<file path="src/rtl/nmea_pkg.sv">
// ----------------------------------------------------------------------------
// nmea_pkg
// Types, character codes and helpers for the NMEA 0183 sentence parser.
// ----------------------------------------------------------------------------
`default_nettype none

package nmea_pkg;

    localparam logic [7:0] MAX_LEN_RESET = 8'd82;

    localparam logic [7:0] CH_DOLLAR = 8'h24;
    localparam logic [7:0] CH_BANG   = 8'h21;
    localparam logic [7:0] CH_PROP   = 8'h50;  // 'P'
    localparam logic [7:0] CH_COMMA  = 8'h2C;
    localparam logic [7:0] CH_STAR   = 8'h2A;
    localparam logic [7:0] CH_CR     = 8'd13;
    localparam logic [7:0] CH_LF     = 8'd10;

    // result kinds
    localparam logic [1:0] KIND_PAYLOAD = 2'd0;
    localparam logic [1:0] KIND_ACCEPT  = 2'd1;
    localparam logic [1:0] KIND_REJECT  = 2'd2;

    // reject causes
    localparam logic [2:0] CAUSE_NONE     = 3'd0;
    localparam logic [2:0] CAUSE_NO_COMMA = 3'd1;
    localparam logic [2:0] CAUSE_BAD_HEX  = 3'd2;
    localparam logic [2:0] CAUSE_MISMATCH = 3'd3;
    localparam logic [2:0] CAUSE_FRAME    = 3'd4;

    // config register indexes
    localparam int          CFG_IDX_W        = 2;
    localparam logic [1:0]  CFG_MAX_LENGTH   = 2'd0;
    localparam logic [1:0]  CFG_ALLOW_DBL_LF = 2'd1;

    // output tdata layout: 86 bits of fields, padded to 88
    localparam int TDATA_W     = 88;
    localparam int CAUSE_LSB   = 83;
    localparam int SUMPRES_LSB = 74;

    typedef enum logic [8:0] {
        PH_HUNT  = 9'b000000001,
        PH_TALK  = 9'b000000010,
        PH_MSG   = 9'b000000100,
        PH_COMMA = 9'b000001000,
        PH_PAY   = 9'b000010000,
        PH_SUMHI = 9'b000100000,
        PH_SUMLO = 9'b001000000,
        PH_TERM1 = 9'b010000000,
        PH_TERM2 = 9'b100000000
    } t_phase;

    typedef struct packed {
        logic [1:0]  kind;
        logic [7:0]  payload_char;
        logic [7:0]  payload_count;
        logic        is_encapsulated;
        logic [31:0] talker_code;
        logic        is_proprietary;
        logic [23:0] message_code;
        logic        checksum_present;
        logic [7:0]  checksum_value;
        logic [2:0]  reject_cause;
    } t_result;

    // hex digit value in bits 3:0, bit 4 set when the char is not hex
    function automatic logic [4:0] hex_value(input logic [7:0] c);
        logic [4:0] v;
        v = 5'h10;
        if (c inside {[8'h30:8'h39]}) begin
            v = {1'b0, c[3:0]};
        end else if (c inside {[8'h41:8'h46], [8'h61:8'h66]}) begin
            v = {1'b0, c[3:0] + 4'd9};
        end
        return v;
    endfunction

endpackage

`default_nettype wire

</file>
<file path="src/rtl/nmea_sentence_parser_core.sv">
// ----------------------------------------------------------------------------
// nmea_sentence_parser_core
// Byte-serial NMEA 0183 sentence parser: header capture, payload forwarding,
// checksum check and one accept/reject verdict per sentence.
// ----------------------------------------------------------------------------
//  channel | dir | signals                              | item
//  --------+-----+--------------------------------------+----------------------
//  s       | in  | i_s_tvalid o_s_tready i_s_tdata[7:0]  | rx_byte
//  m       | out | o_m_tvalid i_m_tready o_m_tdata[87:0] | result fields
//          |     | o_m_tuser[1:0]                        | result_kind
//  cfg     | in  | i_cfg_valid o_cfg_ready i_cfg_index   | register write
//          |     | i_cfg_data[7:0]                       |
//
//  One byte per cycle while the output is not stalled; an accepted byte goes
//  into the input register, then through parse logic into the output
//  register, where its result is valid.
//  A byte yields zero or one result; bytes with no result just move state.
//  Sync active-low reset clears the parser to hunting and config to defaults.
//  A stalled output only blocks the parse stage; the input register still
//  holds one more byte before o_s_tready drops.
// ----------------------------------------------------------------------------
`default_nettype none

module nmea_sentence_parser_core
    import nmea_pkg::*;
#(
    parameter logic [7:0] MAX_LEN_DEFAULT = MAX_LEN_RESET
) (
    input  wire logic                 i_clk,
    input  wire logic                 i_rst_n,
    // input stream
    input  wire logic                 i_s_tvalid,
    output logic                      o_s_tready,
    input  wire logic [7:0]           i_s_tdata,    // [7:0] rx_byte
    // result stream
    output logic                      o_m_tvalid,
    input  wire logic                 i_m_tready,
    // [7:0] payload_char, [15:8] payload_count, [16] is_encapsulated,
    // [48:17] talker_code, [49] is_proprietary, [73:50] message_code,
    // [74] checksum_present, [82:75] checksum_value, [85:83] reject_cause,
    // [87:86] zero
    output logic [TDATA_W-1:0]        o_m_tdata,
    output logic [1:0]                o_m_tuser,    // [1:0] result_kind
    // config writes
    input  wire logic                 i_cfg_valid,
    output logic                      o_cfg_ready,
    input  wire logic [CFG_IDX_W-1:0] i_cfg_index,
    input  wire logic [7:0]           i_cfg_data
);

    // config
    logic [7:0] r_max_len;
    logic       r_dbl_lf;

    // input register
    logic       r_in_valid;
    logic [7:0] r_in_byte;

    // parser state
    t_phase      r_phase,   n_phase;
    logic [2:0]  r_fpos,    n_fpos;
    logic [31:0] r_talker,  n_talker;
    logic [23:0] r_msg,     n_msg;
    logic        r_encap,   n_encap;
    logic        r_prop,    n_prop;
    logic [7:0]  r_xor,     n_xor;
    logic [7:0]  r_sum,     n_sum;
    logic        r_sum_seen, n_sum_seen;
    logic [7:0]  r_plen,    n_plen;
    logic [7:0]  r_span,    n_span;

    // output register
    logic    r_out_valid;
    t_result r_out;

    logic       advance;   // parse stage may write the output register
    logic       step;      // a byte is processed this cycle
    logic       emit;
    logic [1:0] res_kind;
    logic [7:0] res_char;
    logic [2:0] res_cause;
    logic [7:0] res_sum;   // checksum shown in the result
    t_result    res;

    logic [8:0] span_inc;
    logic [4:0] hex;
    logic       prop_now;
    logic [2:0] fpos_inc;
    logic       is_start;

    assign advance     = !r_out_valid || i_m_tready;
    assign step        = r_in_valid && advance;
    assign o_s_tready  = !r_in_valid || advance;
    assign o_cfg_ready = 1'b1;

    assign span_inc = {1'b0, r_span} + 9'd1;
    assign hex      = hex_value(r_in_byte);
    assign fpos_inc = r_fpos + 3'd1;
    assign prop_now = r_prop || ((r_fpos == 3'd0) && (r_in_byte == CH_PROP));
    assign is_start = (r_in_byte == CH_DOLLAR) || (r_in_byte == CH_BANG);

    // per-byte parse: phase decode, header shift, xor and checksum compare
    always_comb begin
        n_phase    = r_phase;
        n_fpos     = r_fpos;
        n_talker   = r_talker;
        n_msg      = r_msg;
        n_encap    = r_encap;
        n_prop     = r_prop;
        n_xor      = r_xor;
        n_sum      = r_sum;
        n_sum_seen = r_sum_seen;
        n_plen     = r_plen;
        n_span     = r_span;
        emit       = 1'b0;
        res_kind   = KIND_PAYLOAD;
        res_char   = 8'd0;
        res_cause  = CAUSE_NONE;
        res_sum    = r_sum;

        if (step) begin
            if (is_start) begin
                // start byte closes any open sentence, then restarts
                if (r_phase != PH_HUNT) begin
                    emit      = 1'b1;
                    res_kind  = KIND_REJECT;
                    res_cause = CAUSE_FRAME;
                end
                n_phase    = PH_TALK;
                n_fpos     = 3'd0;
                n_talker   = 32'd0;
                n_msg      = 24'd0;
                n_encap    = (r_in_byte == CH_BANG);
                n_prop     = 1'b0;
                n_xor      = 8'd0;
                n_sum      = 8'd0;
                n_sum_seen = 1'b0;
                n_plen     = 8'd0;
                n_span     = 8'd1;
            end else if (r_phase != PH_HUNT) begin
                if (span_inc > {1'b0, r_max_len}) begin
                    emit      = 1'b1;
                    res_kind  = KIND_REJECT;
                    res_cause = CAUSE_FRAME;
                    n_phase   = PH_HUNT;
                end else begin
                    n_span = span_inc[7:0];
                    case (r_phase)
                        PH_TALK: begin
                            if (r_in_byte == CH_CR || r_in_byte == CH_LF) begin
                                emit      = 1'b1;
                                res_kind  = KIND_REJECT;
                                res_cause = CAUSE_FRAME;
                                n_phase   = PH_HUNT;
                            end else begin
                                n_prop   = prop_now;
                                n_talker = {r_talker[23:0], r_in_byte};
                                n_xor    = r_xor ^ r_in_byte;
                                n_fpos   = fpos_inc;
                                if (fpos_inc >= (prop_now ? 3'd4 : 3'd2)) begin
                                    n_fpos  = 3'd0;
                                    n_phase = PH_MSG;
                                end
                            end
                        end
                        PH_MSG: begin
                            if (r_in_byte == CH_CR || r_in_byte == CH_LF) begin
                                emit      = 1'b1;
                                res_kind  = KIND_REJECT;
                                res_cause = CAUSE_FRAME;
                                n_phase   = PH_HUNT;
                            end else begin
                                n_msg  = {r_msg[15:0], r_in_byte};
                                n_xor  = r_xor ^ r_in_byte;
                                n_fpos = fpos_inc;
                                if (fpos_inc >= 3'd3) begin
                                    n_fpos  = 3'd0;
                                    n_phase = PH_COMMA;
                                end
                            end
                        end
                        PH_COMMA: begin
                            if (r_in_byte != CH_COMMA) begin
                                emit      = 1'b1;
                                res_kind  = KIND_REJECT;
                                res_cause = CAUSE_NO_COMMA;
                                n_phase   = PH_HUNT;
                            end else begin
                                n_xor   = r_xor ^ r_in_byte;
                                n_phase = PH_PAY;
                            end
                        end
                        PH_PAY: begin
                            if (r_in_byte == CH_STAR) begin
                                n_sum_seen = 1'b1;
                                n_fpos     = 3'd0;
                                n_phase    = PH_SUMHI;
                            end else if (r_in_byte == CH_CR) begin
                                n_phase = PH_TERM2;
                            end else if (r_in_byte == CH_LF) begin
                                if (!r_dbl_lf) begin
                                    emit      = 1'b1;
                                    res_kind  = KIND_REJECT;
                                    res_cause = CAUSE_FRAME;
                                    n_phase   = PH_HUNT;
                                end else begin
                                    n_phase = PH_TERM2;
                                end
                            end else begin
                                // forward; count shown is the pre-increment one
                                n_xor    = r_xor ^ r_in_byte;
                                emit     = 1'b1;
                                res_kind = KIND_PAYLOAD;
                                res_char = r_in_byte;
                                n_plen   = r_plen + 8'd1;
                            end
                        end
                        PH_SUMHI: begin
                            if (hex[4]) begin
                                emit      = 1'b1;
                                res_kind  = KIND_REJECT;
                                res_cause = CAUSE_BAD_HEX;
                                n_phase   = PH_HUNT;
                            end else begin
                                n_sum   = {hex[3:0], 4'd0};
                                n_fpos  = 3'd1;
                                n_phase = PH_SUMLO;
                            end
                        end
                        PH_SUMLO: begin
                            if (hex[4]) begin
                                emit      = 1'b1;
                                res_kind  = KIND_REJECT;
                                res_cause = CAUSE_BAD_HEX;
                                n_phase   = PH_HUNT;
                            end else begin
                                n_sum   = {r_sum[7:4], hex[3:0]};
                                n_fpos  = 3'd2;
                                res_sum = n_sum;  // mismatch verdict shows full value
                                if (n_sum != r_xor) begin
                                    emit      = 1'b1;
                                    res_kind  = KIND_REJECT;
                                    res_cause = CAUSE_MISMATCH;
                                    n_phase   = PH_HUNT;
                                end else begin
                                    n_phase = PH_TERM1;
                                end
                            end
                        end
                        PH_TERM1: begin
                            if (r_in_byte == CH_CR
                                    || (r_in_byte == CH_LF && r_dbl_lf)) begin
                                n_phase = PH_TERM2;
                            end else begin
                                emit      = 1'b1;
                                res_kind  = KIND_REJECT;
                                res_cause = CAUSE_FRAME;
                                n_phase   = PH_HUNT;
                            end
                        end
                        PH_TERM2: begin
                            emit    = 1'b1;
                            n_phase = PH_HUNT;
                            if (r_in_byte != CH_LF) begin
                                res_kind  = KIND_REJECT;
                                res_cause = CAUSE_FRAME;
                            end else begin
                                res_kind = KIND_ACCEPT;
                            end
                        end
                        default: begin
                            n_phase = PH_HUNT;
                        end
                    endcase
                end
            end
        end
    end

    // result snapshot uses the state as it stood before this byte, but a mismatch shows the full checksum
    always_comb begin
        res.kind             = res_kind;
        res.payload_char     = res_char;
        res.payload_count    = r_plen;
        res.is_encapsulated  = r_encap;
        res.talker_code      = r_talker;
        res.is_proprietary   = r_prop;
        res.message_code     = r_msg;
        res.checksum_present = (res_kind == KIND_PAYLOAD) ? 1'b0 : r_sum_seen;
        res.checksum_value   = (res_kind == KIND_PAYLOAD) ? 8'd0 : res_sum;
        res.reject_cause     = res_cause;
    end

    always_ff @(posedge i_clk) begin
        if (!i_rst_n) begin
            r_max_len <= MAX_LEN_DEFAULT;
            r_dbl_lf  <= 1'b1;
        end else if (i_cfg_valid) begin
            case (i_cfg_index)
                CFG_MAX_LENGTH:   r_max_len <= i_cfg_data;
                CFG_ALLOW_DBL_LF: r_dbl_lf  <= i_cfg_data[0];
                default:          ;
            endcase
        end
    end

    always_ff @(posedge i_clk) begin
        if (!i_rst_n) begin
            r_in_valid <= 1'b0;
        end else if (o_s_tready) begin
            r_in_valid <= i_s_tvalid;
        end
        if (o_s_tready) begin
            r_in_byte <= i_s_tdata;
        end
    end

    always_ff @(posedge i_clk) begin
        if (!i_rst_n) begin
            r_phase    <= PH_HUNT;
            r_fpos     <= 3'd0;
            r_talker   <= 32'd0;
            r_msg      <= 24'd0;
            r_encap    <= 1'b0;
            r_prop     <= 1'b0;
            r_xor      <= 8'd0;
            r_sum      <= 8'd0;
            r_sum_seen <= 1'b0;
            r_plen     <= 8'd0;
            r_span     <= 8'd0;
        end else begin
            r_phase    <= n_phase;
            r_fpos     <= n_fpos;
            r_talker   <= n_talker;
            r_msg      <= n_msg;
            r_encap    <= n_encap;
            r_prop     <= n_prop;
            r_xor      <= n_xor;
            r_sum      <= n_sum;
            r_sum_seen <= n_sum_seen;
            r_plen     <= n_plen;
            r_span     <= n_span;
        end
    end

    always_ff @(posedge i_clk) begin
        if (!i_rst_n) begin
            r_out_valid <= 1'b0;
        end else if (advance) begin
            r_out_valid <= emit;
        end
        if (advance && emit) begin
            r_out <= res;
        end
    end

    assign o_m_tvalid = r_out_valid;
    assign o_m_tuser  = r_out.kind;
    assign o_m_tdata  = {2'b00,
                         r_out.reject_cause,
                         r_out.checksum_value,
                         r_out.checksum_present,
                         r_out.message_code,
                         r_out.is_proprietary,
                         r_out.talker_code,
                         r_out.is_encapsulated,
                         r_out.payload_count,
                         r_out.payload_char};

endmodule

`default_nettype wire

</file>
<file path="config.mk">
export PLATFORM = sky130hd
export DESIGN_NAME = nmea_sentence_parser_core
export DESIGN_NICKNAME = d
export VERILOG_FILES = /design/src/rtl/nmea_pkg.sv /design/src/rtl/nmea_sentence_parser_core.sv
export SDC_FILE = /design/constraint.sdc
export NUM_CORES = 1
export LEC_CHECK = 0
export BUFFER_PORTS_ARGS = -buffer_cell sky130_fd_sc_hd__buf_2
export CAP_MARGIN = 20
export CELL_PAD_IN_SITES_DETAIL_PLACEMENT = 0
export CELL_PAD_IN_SITES_GLOBAL_PLACEMENT = 1
export CORE_UTILIZATION = 46
export DETAILED_ROUTE_END_ITERATION = 7
export PLACE_DENSITY_LB_ADDON = 0.3
export SLEW_MARGIN = 20
export SYNTH_ARGS = -nofsm -noshare
export SYNTH_HDL_FRONTEND = slang
export SYNTH_SLANG_ARGS = --single-unit
</file>
<file path="constraint.sdc">
create_clock -name i_clk -period 7.2 [get_ports i_clk]
set_clock_uncertainty 0.05 [all_clocks]
set_input_delay 0.72 -clock i_clk [delete_from_list [all_inputs] [get_ports i_clk]]
set_output_delay 0.72 -clock i_clk [all_outputs]
set_load 0.005 [all_outputs]
</file>
==> results.yml, run 1 <==
finish:
  layoutNonFillerInstCount: 1246
  fillers: 1769
  fin_area_um2: 10700
  n_antenna_cell: 0
  syn2layout_area_growth_pct: 16.1
  fin_util: 0.548
  nets: 1008
  drive_gt1_frac: 0.194
synthesis:
  yosysWarnings: 0
  synth_area_um2: 9240
  ys_types: 78
  synth_ff_type: "dfxtp_1"
  synthAdderAreaFrac: 0.0271
  synth-seq-cells: 210
  syn_area_per_cell_um2: 10.6
  synth_edf_count: 96
  synth-xor-area-share: 0.0265
  synth_top_cell_by_area: "edfxtp_1"
  synth_mux_area_frac: 0.00988
  synth_top_family_by_area: "simple AND/OR/NAND/NOR gates"
  async_reset_ff_frac: 0
  synth_compound_area_frac: 0.152
  yosysSeqAreaShare: 0.559
  synth-simple-area-share: 0.191
  synth_top_cells_by_area: "edfxtp_1 31%, dfxtp_1 25%, nand2_1 4.6%, a21boi_1 3.7%, nand3_1 3.4%"
  netlist_instances: 870
  yosysTopAreaCellShare: 0.312
floorplanning:
  die_y_um: 144
  ios: 116
  die_x_um: 144
  core_um2: 19600
  initial_utilization: 0.472
  num_rows: 51
  dieArea_um2: 20700
clock_network:
  clk_latency_ns: 0.51
  clk_pin_slew_ns: 0.06
  post-cts-setup-buffers: 0
  htreeDepth: 1
  cts.sinks: 210
  cts_tree: "done"
  cts_inserted_buffers: 22
  cts_root_buf: "clkbuf_16"
  cts_buffer_depth: 3
  hold_buffers: 0
  cts_resized: 0
sta:
  worst_pin_slew_ns: 1.07
  holdWs_ns: 0.335
  rsz0062_at_grt: "false"
  setup_ws_ns: 2.99
  slew_violations: 0
  layout_worst_path_cycle_share: 0.585
  hold_viol_final: 0
  period_minus_slack_ns: 4.21
  setup_tns_ns: 0
  slew_headroom: 0.286
  fmax_ghz: 0.238
  setup_violations: 0
drt:
  ant_nets: 0
  viasPerCell: 5.52
  routed_wl_um: 21300
  via_count: 6882
  drtIter0Drc: 484
  drc_errors: 0
  wl_per_cell_um: 17.1
  first_pass_iters: 5
global_routing:
  antenna_found_initial: 0
  grt_use_met1: 0.293
  grt_pass1_wl_um: 33400
  grt_pass1_vias: 6192
  grt_use_met2: 0.328
  grt_usage: 0.207
  grt_max_degree: 115
  gr-total-overflow: 0
  top_usage_layer: "met2"
  gr-usage-met3: 0.0337
placed_design:
  post_dp_cell_area_um2: 9990
  dp_worst_setup_slack_ns: 3.00
  portBuffers: 112
  dp_cells: 1206
  gp_congestion: 0.861
  place_hpwl_um: 14200
pwr:
  p_leak_nw: 4.15
  pwr-share-seq: 0.511
  clock_power_share: 0.467
  intPower_mw: 1.95
  switching_power_uw: 494
  ir_worst_vdd_v: 0.000176
  swShare: 0.202
  power_mw: 2.45
  power_density_nw_per_um2: 228
  combPwrFrac: 0.022
worst_setup_path:
  path_class: "flop to flop"
  regToRegSetupSlack_ns: 2.99
  cp_slowest_cell: "nor4_1"
  critPathTopFamily: "simple AND/OR/NAND/NOR gates"
  r2r_end: "o_m_tdata[3]"
  worstPathCellList: "ha_1 > and3_1 > and3_1 > xor2_1 > ha_1 > a21o_1 > a21oi_1 > o2111ai_1 > a21boi_1 > nand2_1 > nor4_1 > nor2_4 > buf_4"
  timing.rr.start: "r_span[0]"
  crit_fanout: 49
  crit_cells: 13
  worst_setup_path_end_kind: "flop"
  slowest_delay_ns: 0.59
  cp.buffers_inverters: 1
  critPathRequiredTime_ns: 7.34
  start_kind: "flop"
  critPathArrivalTime_ns: 4.34
  r2r_cells: 13
hold_path:
  worstHoldEndpoint: "r_in_byte[0]"
  hold_class: "input pin to flop"
  whs_path_depth: 1
  worstHoldStart: "i_s_tdata[0]"
job:
  drv_cap: 0
status:
  status: "finished, final reports clean"
==> worst max-delay path by stage <==
stage / end / startpoint
global route: o_m_tdata[2] / r_span[0]
finish: o_m_tdata[3] / r_span[0]
detailed placement: o_m_tdata[63] / r_span[0]
CTS: o_m_tdata[3] / r_span[0]
floorplan: o_m_tdata[0] / r_span[0]
global placement: o_m_tdata[58] / r_span[0]
==> worst register-to-register path: cells and delay by family, from the launching register on <==
family,cells,cell delay [ns]
AOI/OAI and AO/OA,4,1.11
DFF,1,0.39
and+or+nand+nor,5,1.31
adders and majority gates,2,0.49
xor gates and xnor gates,1,0.17
buffers and inverters,1,0.31
==> power by group through the flow <==
| stage | logic (mW) | clock network, mW | registers (mW) |
|---|---|---|---|
| 2_1_floorplan | 0.0402 | 0 | 1.27 |
| 3_3_place_gp | 0.0531 | 0 | 1.28 |
| 3_5_place_dp | 0.0528 | 0 | 1.28 |
| 4_1_cts | 0.0531 | 1.17 | 1.25 |
| 5_1_grt | 0.0585 | 1.22 | 1.25 |
| 6_report | 0.0530 | 1.14 | 1.25 |
==> placed cells by master (no fill, tap or decap), types with 5 or more instances in the layout <==
| cell | instances |
|---|---|
| a21boi_0 | 18 |
| a21boi_1 | 45 |
| a21o_1 | 5 |
| a21oi_1 | 28 |
| a22oi_1 | 7 |
| and2_1 | 7 |
| and3_1 | 16 |
| buf_2 | 112 |
| buf_4 | 8 |
| clkbuf_16 | 22 |
| clkinv_2 | 6 |
| dfxtp_1 | 114 |
| edfxtp_1 | 96 |
| ha_1 | 20 |
| inv_1 | 19 |
| mux2i_1 | 8 |
| nand2_1 | 114 |
| nand2b_1 | 10 |
| nand3_1 | 62 |
| nand4_1 | 10 |
| nor2_1 | 44 |
| nor2b_1 | 13 |
| nor3_1 | 17 |
| nor4_1 | 8 |
| o211ai_1 | 20 |
| o21ai_0 | 14 |
| or3_1 | 9 |
| or4_1 | 5 |
| xnor2_1 | 7 |
| xor2_1 | 21 |
==> per-layer routing <==
layer / vias to the layer above / part of all wire / wire [um]
met5: - / 0 / 0
met4: 0 / 0.021 / 442
met3: 36 / 0.054 / 1150
met2: 199 / 0.46 / 9780
met1: 3294 / 0.47 / 9900
li1: 3353 / - / -
==> state kept, by name, summed over array words and instances (netlist names), 2 cells and up <==
register	cells
o_m_tdata	86
o_m_tuser	2
r_fpos	3
r_in_byte	8
r_max_len	8
r_msg	24
r_phase	9
r_plen	8
r_span	8
r_sum	8
r_talker	32
r_xor	8
==> kinds of logic after synthesis <==
logic type | after synthesis
fa+ha+maj | 20
other cells | 2
flops | 210
simple gates | 348
mux | 9
xor+xnor | 28
buf+inv | 69
compound gates | 184
==> final cells by class <==
type	count	area, um2	area share
sequential	210	5160	0.481
multi-input combinational	592	3800	0.355
timing repair buffer	120	621	0.0578
clock buffer	28	593	0.0553
tap	265	332	0.0309
clock inverter	12	144	0.0134
inverter	19	71.3	0.00665
==> synth_stat cells (18+ instances only) <==
cell type and count:
nor2_1 45, edfxtp_1 96, nand2_1 114, o211ai_1 20
dfxtp_1 114, a21oi_1 30, nand3_1 63, clkbuf_1 20
a21boi_1 45, a21boi_0 18, inv_1 19, xor2_1 21
ha_1 20, nor3_1 18
(Power assumes the default switching activity.)
==> run 2, diff against run 1 <==
--- a/config.mk
+++ b/config.mk
@@ -9,7 +9,7 @@
 export CAP_MARGIN = 20
 export CELL_PAD_IN_SITES_DETAIL_PLACEMENT = 0
 export CELL_PAD_IN_SITES_GLOBAL_PLACEMENT = 1
-export CORE_UTILIZATION = 46
+export CORE_UTILIZATION = 41
 export DETAILED_ROUTE_END_ITERATION = 7
 export PLACE_DENSITY_LB_ADDON = 0.3
 export SLEW_MARGIN = 20
==> constraint.sdc (replaced) <==
create_clock -name i_clk -period 3.43 [get_ports i_clk]
set_clock_uncertainty 0.05 [all_clocks]
set_input_delay 0.343 -clock i_clk [delete_from_list [all_inputs] [get_ports i_clk]]
set_output_delay 0.343 -clock i_clk [all_outputs]
set_load 0.005 [all_outputs]
==> results.yml, run 2 (synthesized netlist as in run 1, its figures left out) <==
pwr:
  power_mw: 5.08
  ir_worst_vdd_v: 0.000300
  clock_power_share: 0.457
  swShare: 0.206
  p_leak_nw: 4.53
  intPower_mw: 4.04
  power_density_nw_per_um2: 440
  pwr-share-seq: 0.514
  switching_power_mw: 1.05
  combPwrFrac: 0.030
worst_setup_path:
  worst_setup_path_end_kind: "flop"
  path_class: "flop to flop"
  critPathRequiredTime_ns: 3.65
  cp_common_cell: "and3_4"
  start_kind: "flop"
  worstPathCellList: "ha_4 > and3_4 > and3_4 > xor2_1 > ha_1 > a21o_1 > a21oi_2 > buf_4 > o2111ai_4 > a21boi_4 > nand2_4 > nor4_4 > nor2_4 > buf_12 > clkbuf_16"
  cp_slowest_cell: "dfxtp_4"
  crit_fanout: 14
  slowest_delay_ns: 0.37
  critPathArrivalTime_ns: 3.52
global_routing:
  top_usage_layer: "met2"
  gr-usage-met3: 0.0290
  grt_use_met1: 0.272
  gr-total-overflow: 0
  grt_max_degree: 56
  grt_pass1_wl_um: 35800
  grt_usage: 0.192
  antenna_found_initial: 1
  grt_pass1_vias: 6636
  grt_use_met2: 0.309
clock_network:
  cts_inserted_buffers: 22
  cts_root_buf: "clkbuf_16"
  cts_tree: "done"
  clk_latency_ns: 0.51
  clk_pin_slew_ns: 0.06
  cts_buffer_depth: 3
  htreeDepth: 1
  cts.sinks: 210
drt:
  routed_wl_um: 22800
  drtIter0Drc: 544
  wl_per_cell_um: 17.2
  via_count: 7080
  viasPerCell: 5.34
  drc_errors: 25
  ant_nets: 0
  first_pass_iters: 7
sta:
  worst_pin_slew_ns: 0.825
  hold_viol_final: 0
  period_minus_slack_ns: 3.30
  fmax_ghz: 0.303
  slew_violations: 0
  layout_worst_path_cycle_share: 0.962
  slew_headroom: 0.448
  setup_violations: 0
placed_design:
  place_hpwl_um: 15600
  dp_cells: 1268
  portBuffers: 112
  gp_congestion: 0.899
  post_dp_cell_area_um2: 10500
status:
  violations: "design-rule violations"
  status: "finished, violations left"
floorplanning:
  dieArea_um2: 23100
  ios: 116
  num_rows: 54
  die_y_um: 152
  die_x_um: 152
  initial_utilization: 0.421
  core_um2: 22000
finish:
  final_common_cell: "nand2_1"
  fin_util: 0.526
  layoutNonFillerInstCount: 1327
  fin_area_um2: 11500
  nets: 1073
  layout_common_cells: "113 x nand2_1, 112 x buf_2, 111 x dfxtp_1"
  drive_gt1_frac: 0.254
  syn2layout_area_growth_pct: 24.9
  largest_reg_flops: 86
  fillers: 1976
hold_path:
  hold_class: "input pin to flop"
job:
  drv_cap: 0
run 2: final cells by class:
class	count	area, um2	area share
flip-flops and latches	210	5170	0.448
multi-input cells	592	3970	0.344
repair buffers	185	1260	0.109
clock buffers	31	634	0.0550
well taps	280	350	0.0303
clock inverters	9	82.6	0.00715
inverters	19	71.3	0.00618
diodes	1	2.50	0.000217
run 2: metal layers:
layer  wire, um  vias up
li1           -     3474
met1      11000     3408
met2      10400      168
met3        975       30
met4        454        0
met5          0        -
run 2: repair_timing:
action	CTS	global route
setup endpoints to repair	0	123
hold endpoints to repair	9	0
setup buffers	0	5
resized for setup	0	28
hold buffers	9	0
run 2: worst paths after layout:
kind              cells past startpoint       start  slack (ns)             to
setup reg to reg                     15   r_span[0]        0.13  o_m_tdata[75]
setup / recovery                     15   r_span[0]        0.13  o_m_tdata[75]
hold reg to reg                       0   r_msg[18]        0.38  o_m_tdata[68]
hold / removal                        3  i_s_tvalid        0.01     r_in_valid
run 2: worst max-delay path: cells and delay by family, from the launching register on:
| family | cells | cell delay (ns) |
|---|---|---|
| xor gates and xnor gates | 1 | 0.15 |
| adders and majority gates | 2 | 0.41 |
| and+or+nand+nor | 5 | 0.82 |
| AOI/OAI and AO/OA | 4 | 0.77 |
| DFF | 1 | 0.37 |
| buffers and inverters | 3 | 0.49 |
run 2: stage by stage:
stage | setup TNS, ns | hold WS (ns) | setup WS, ns
floorplan | -41.95 | 0.358 | -0.477
global placement | -1.31 | 0.365 | -0.230
detailed placement | 0 | 0.366 | 0.0284
CTS | 0 | 0.00163 | 0.00196
global route | -0.583 | 0.00527 | -0.0175
finish | 0 | 0.0106 | 0.131
run 2: power groups by stage:
stage / registers, mW / clock network (mW) / logic, mW
detailed placement: 2.67 / 0 / 0.137
CTS: 2.61 / 2.38 / 0.147
finish: 2.61 / 2.32 / 0.150
global route: 2.61 / 2.46 / 0.164
floorplan: 2.67 / 0 / 0.0853
global placement: 2.67 / 0 / 0.138
==> run 3, diff against run 2 <==
--- a/config.mk
+++ b/config.mk
@@ -5,11 +5,12 @@
 export SDC_FILE = /design/constraint.sdc
 export NUM_CORES = 1
 export LEC_CHECK = 0
+export ABC_AREA = 1
 export BUFFER_PORTS_ARGS = -buffer_cell sky130_fd_sc_hd__buf_2
 export CAP_MARGIN = 20
-export CELL_PAD_IN_SITES_DETAIL_PLACEMENT = 0
+export CELL_PAD_IN_SITES_DETAIL_PLACEMENT = 1
 export CELL_PAD_IN_SITES_GLOBAL_PLACEMENT = 1
-export CORE_UTILIZATION = 41
+export CORE_UTILIZATION = 40
 export DETAILED_ROUTE_END_ITERATION = 7
 export PLACE_DENSITY_LB_ADDON = 0.3
 export SLEW_MARGIN = 20
==> results.yml, run 3 <==
synthesis:
  netlist_instances: 982
  yosysSeqAreaShare: 0.560
  synth_ff_type: "dfxtp_1"
  async_reset_ff_frac: 0
  synth_top_cell_by_area: "edfxtp_1"
  synth_commonest_cells: "131 x nor2_1, 115 x a21oi_1, 114 x dfxtp_1"
  yosysTopAreaCellShare: 0.313
  synth_edf_count: 96
  synth_top_cells_by_area: "edfxtp_1 31%, dfxtp_1 25%, a21oi_1 6.2%, nor2_1 5.3%, inv_1 4.0%"
  yosysWarnings: 0
  synth_area_um2: 9220
  synth-seq-cells: 210
  syn_area_per_cell_um2: 9.39
  ys_types: 44
  synth_most_common_cell: "nor2_1"
sta:
  slew_violations: 0
  setup_violations: 0
  hold_viol_final: 0
  rsz0062_at_grt: "false"
  period_minus_slack_ns: 3.19
  worst_pin_slew_ns: 0.700
  layout_worst_path_cycle_share: 0.930
  setup_tns_ns: 0
  slew_headroom: 0.533
  fmax_ghz: 0.314
floorplanning:
  die_x_um: 154
  initial_utilization: 0.407
  num_rows: 55
  die_y_um: 154
  core_um2: 22600
  ios: 116
  dieArea_um2: 23700
finish:
  layout_common_cells: "131 x nor2_1, 115 x a21oi_1, 112 x buf_2"
  fin_area_um2: 10900
  largest_reg_flops: 86
  fillers: 2639
  final_common_cell: "nor2_1"
  multi_input_area_um2: 3460
  nets: 1147
  seq_area_um2: 5170
  syn2layout_area_growth_pct: 17.9
  drive_gt1_frac: 0.217
  n_antenna_cell: 0
  fin_util: 0.480
global_routing:
  grt_max_degree: 89
  gr-total-overflow: 0
  antenna_found_initial: 0
  grt_pass1_vias: 7342
  grt_usage: 0.199
  grt_pass1_wl_um: 37900
placed_design:
  portBuffers: 112
  post_dp_cell_area_um2: 10100
  gp_congestion: 0.912
  place_hpwl_um: 16400
drt:
  routed_wl_um: 23200
  wl_per_cell_um: 16.5
  via_count: 7214
  ant_nets: 0
  viasPerCell: 5.13
  first_pass_iters: 4
  drtIter0Drc: 320
  drc_errors: 0
clock_network:
  clk_latency_ns: 0.50
  cts_tree: "done"
  htreeDepth: 1
  post-cts-setup-buffers: 0
  cts_root_buf: "clkbuf_16"
  cts.sinks: 210
  cts_inserted_buffers: 23
  cts_buffer_depth: 3
  clk_pin_slew_ns: 0.06
job:
  drv_cap: 0
status:
  status: "finished, final reports clean"
worst_setup_path:
  critPathArrivalTime_ns: 3.29
  crit_fanout: 88
  worst_setup_path_end_kind: "flop"
  path_class: "flop to flop"
  start_kind: "flop"
  critPathRequiredTime_ns: 3.53
hold_path:
  hold_class: "input pin to flop"
pwr:
  power_mw: 5.46
  ir_worst_vdd_v: 0.000224
  p_leak_nw: 4.69
  power_density_nw_per_um2: 502
[run 3: final timing paths]
check / slack (ns) / start / endpoint / cells past startpoint
setup / recovery: 0.24 / r_in_byte[1] / o_m_tdata[10] / 15
hold / removal: 0.01 / i_cfg_data[6] / r_max_len[6] / 3
setup reg to reg: 0.24 / r_in_byte[1] / o_m_tdata[10] / 15
hold reg to reg: 0.38 / r_msg[3] / o_m_tdata[53] / 0
[run 3: critical path: stages (launching register included)]
cell        delay (ns)
edfxtp_1          0.52
inv_2             0.13
ha_1              0.21
inv_1             0.13
nand3_1           0.16
nand2_1           0.21
nand2_1           0.11
nand2_1           0.07
nand2_1           0.05
nor2_1            0.12
nand3_2           0.13
nand2_2           0.13
nand4_1           0.14
o21bai_4          0.22
clkinvlp_4        0.12
buf_12            0.19
[run 3: kinds of logic (layout without fill, tap and decap cells)]
logic type / Yosys count / in the layout / share of synthesized area
xor gates and xnor gates: 16 / 16 / 0.0152
DFF: 210 / 210 / 0.560
adders and majority gates: 20 / 20 / 0.0271
and+or+nand+nor: 376 / 376 / 0.205
AOI/OAI and AO/OA: 208 / 208 / 0.120
buffers and inverters: 150 / 287 / 0.0714
other: 2 / 3 / 0.000814
[run 3: cell type report]
cell class                 instances  area share
timing repair buffer             133      0.0702
multi-input combinational        623       0.318
tap                              285      0.0328
sequential                       210       0.476
clock inverter                    13     0.00909
inverter                         113      0.0396
clock buffer                      28      0.0547
[run 3: layer usage]
layer | global-route usage | vias up | routed length (um)
met4 | 0.0538 | 0 | 463
met1 | 0.259 | 3498 | 10500
met5 | 0 | - | 0
met3 | 0.0265 | 37 | 769
met2 | 0.346 | 126 | 11400
li1 | - | 3553 | -
[run 3: stage by stage]
| stage | setup slack [ns] | hold slack (ns) | std cells |
|---|---|---|---|
| 6_report | 0.242 | 0.0135 | 1405 |
| 5_1_grt | 0.0310 | 0.0161 | 1405 |
| 4_1_cts | 0.0900 | 0.00257 | 1405 |
| 3_5_place_dp | 0.138 | 0.366 | 1356 |
| 3_3_place_gp | 0.201 | 0.365 | 1356 |
| 2_1_floorplan | -0.335 | 0.358 | 983 |
[run 3: repair_timing]
action / in CTS / in global routing
setup endpoints to repair: 0 / 28
endpoints found under the hold margin: 8 / 0
hold buffers: 8 / 0
gates resized for setup: 0 / 5
[run 3: report_power, final]
| part | internal, mW | switching [mW] |
|---|---|---|
| clock network | 1.31 | 0.965 |
| registers | 2.66 | 0.0523 |
| logic | 0.142 | 0.333 |
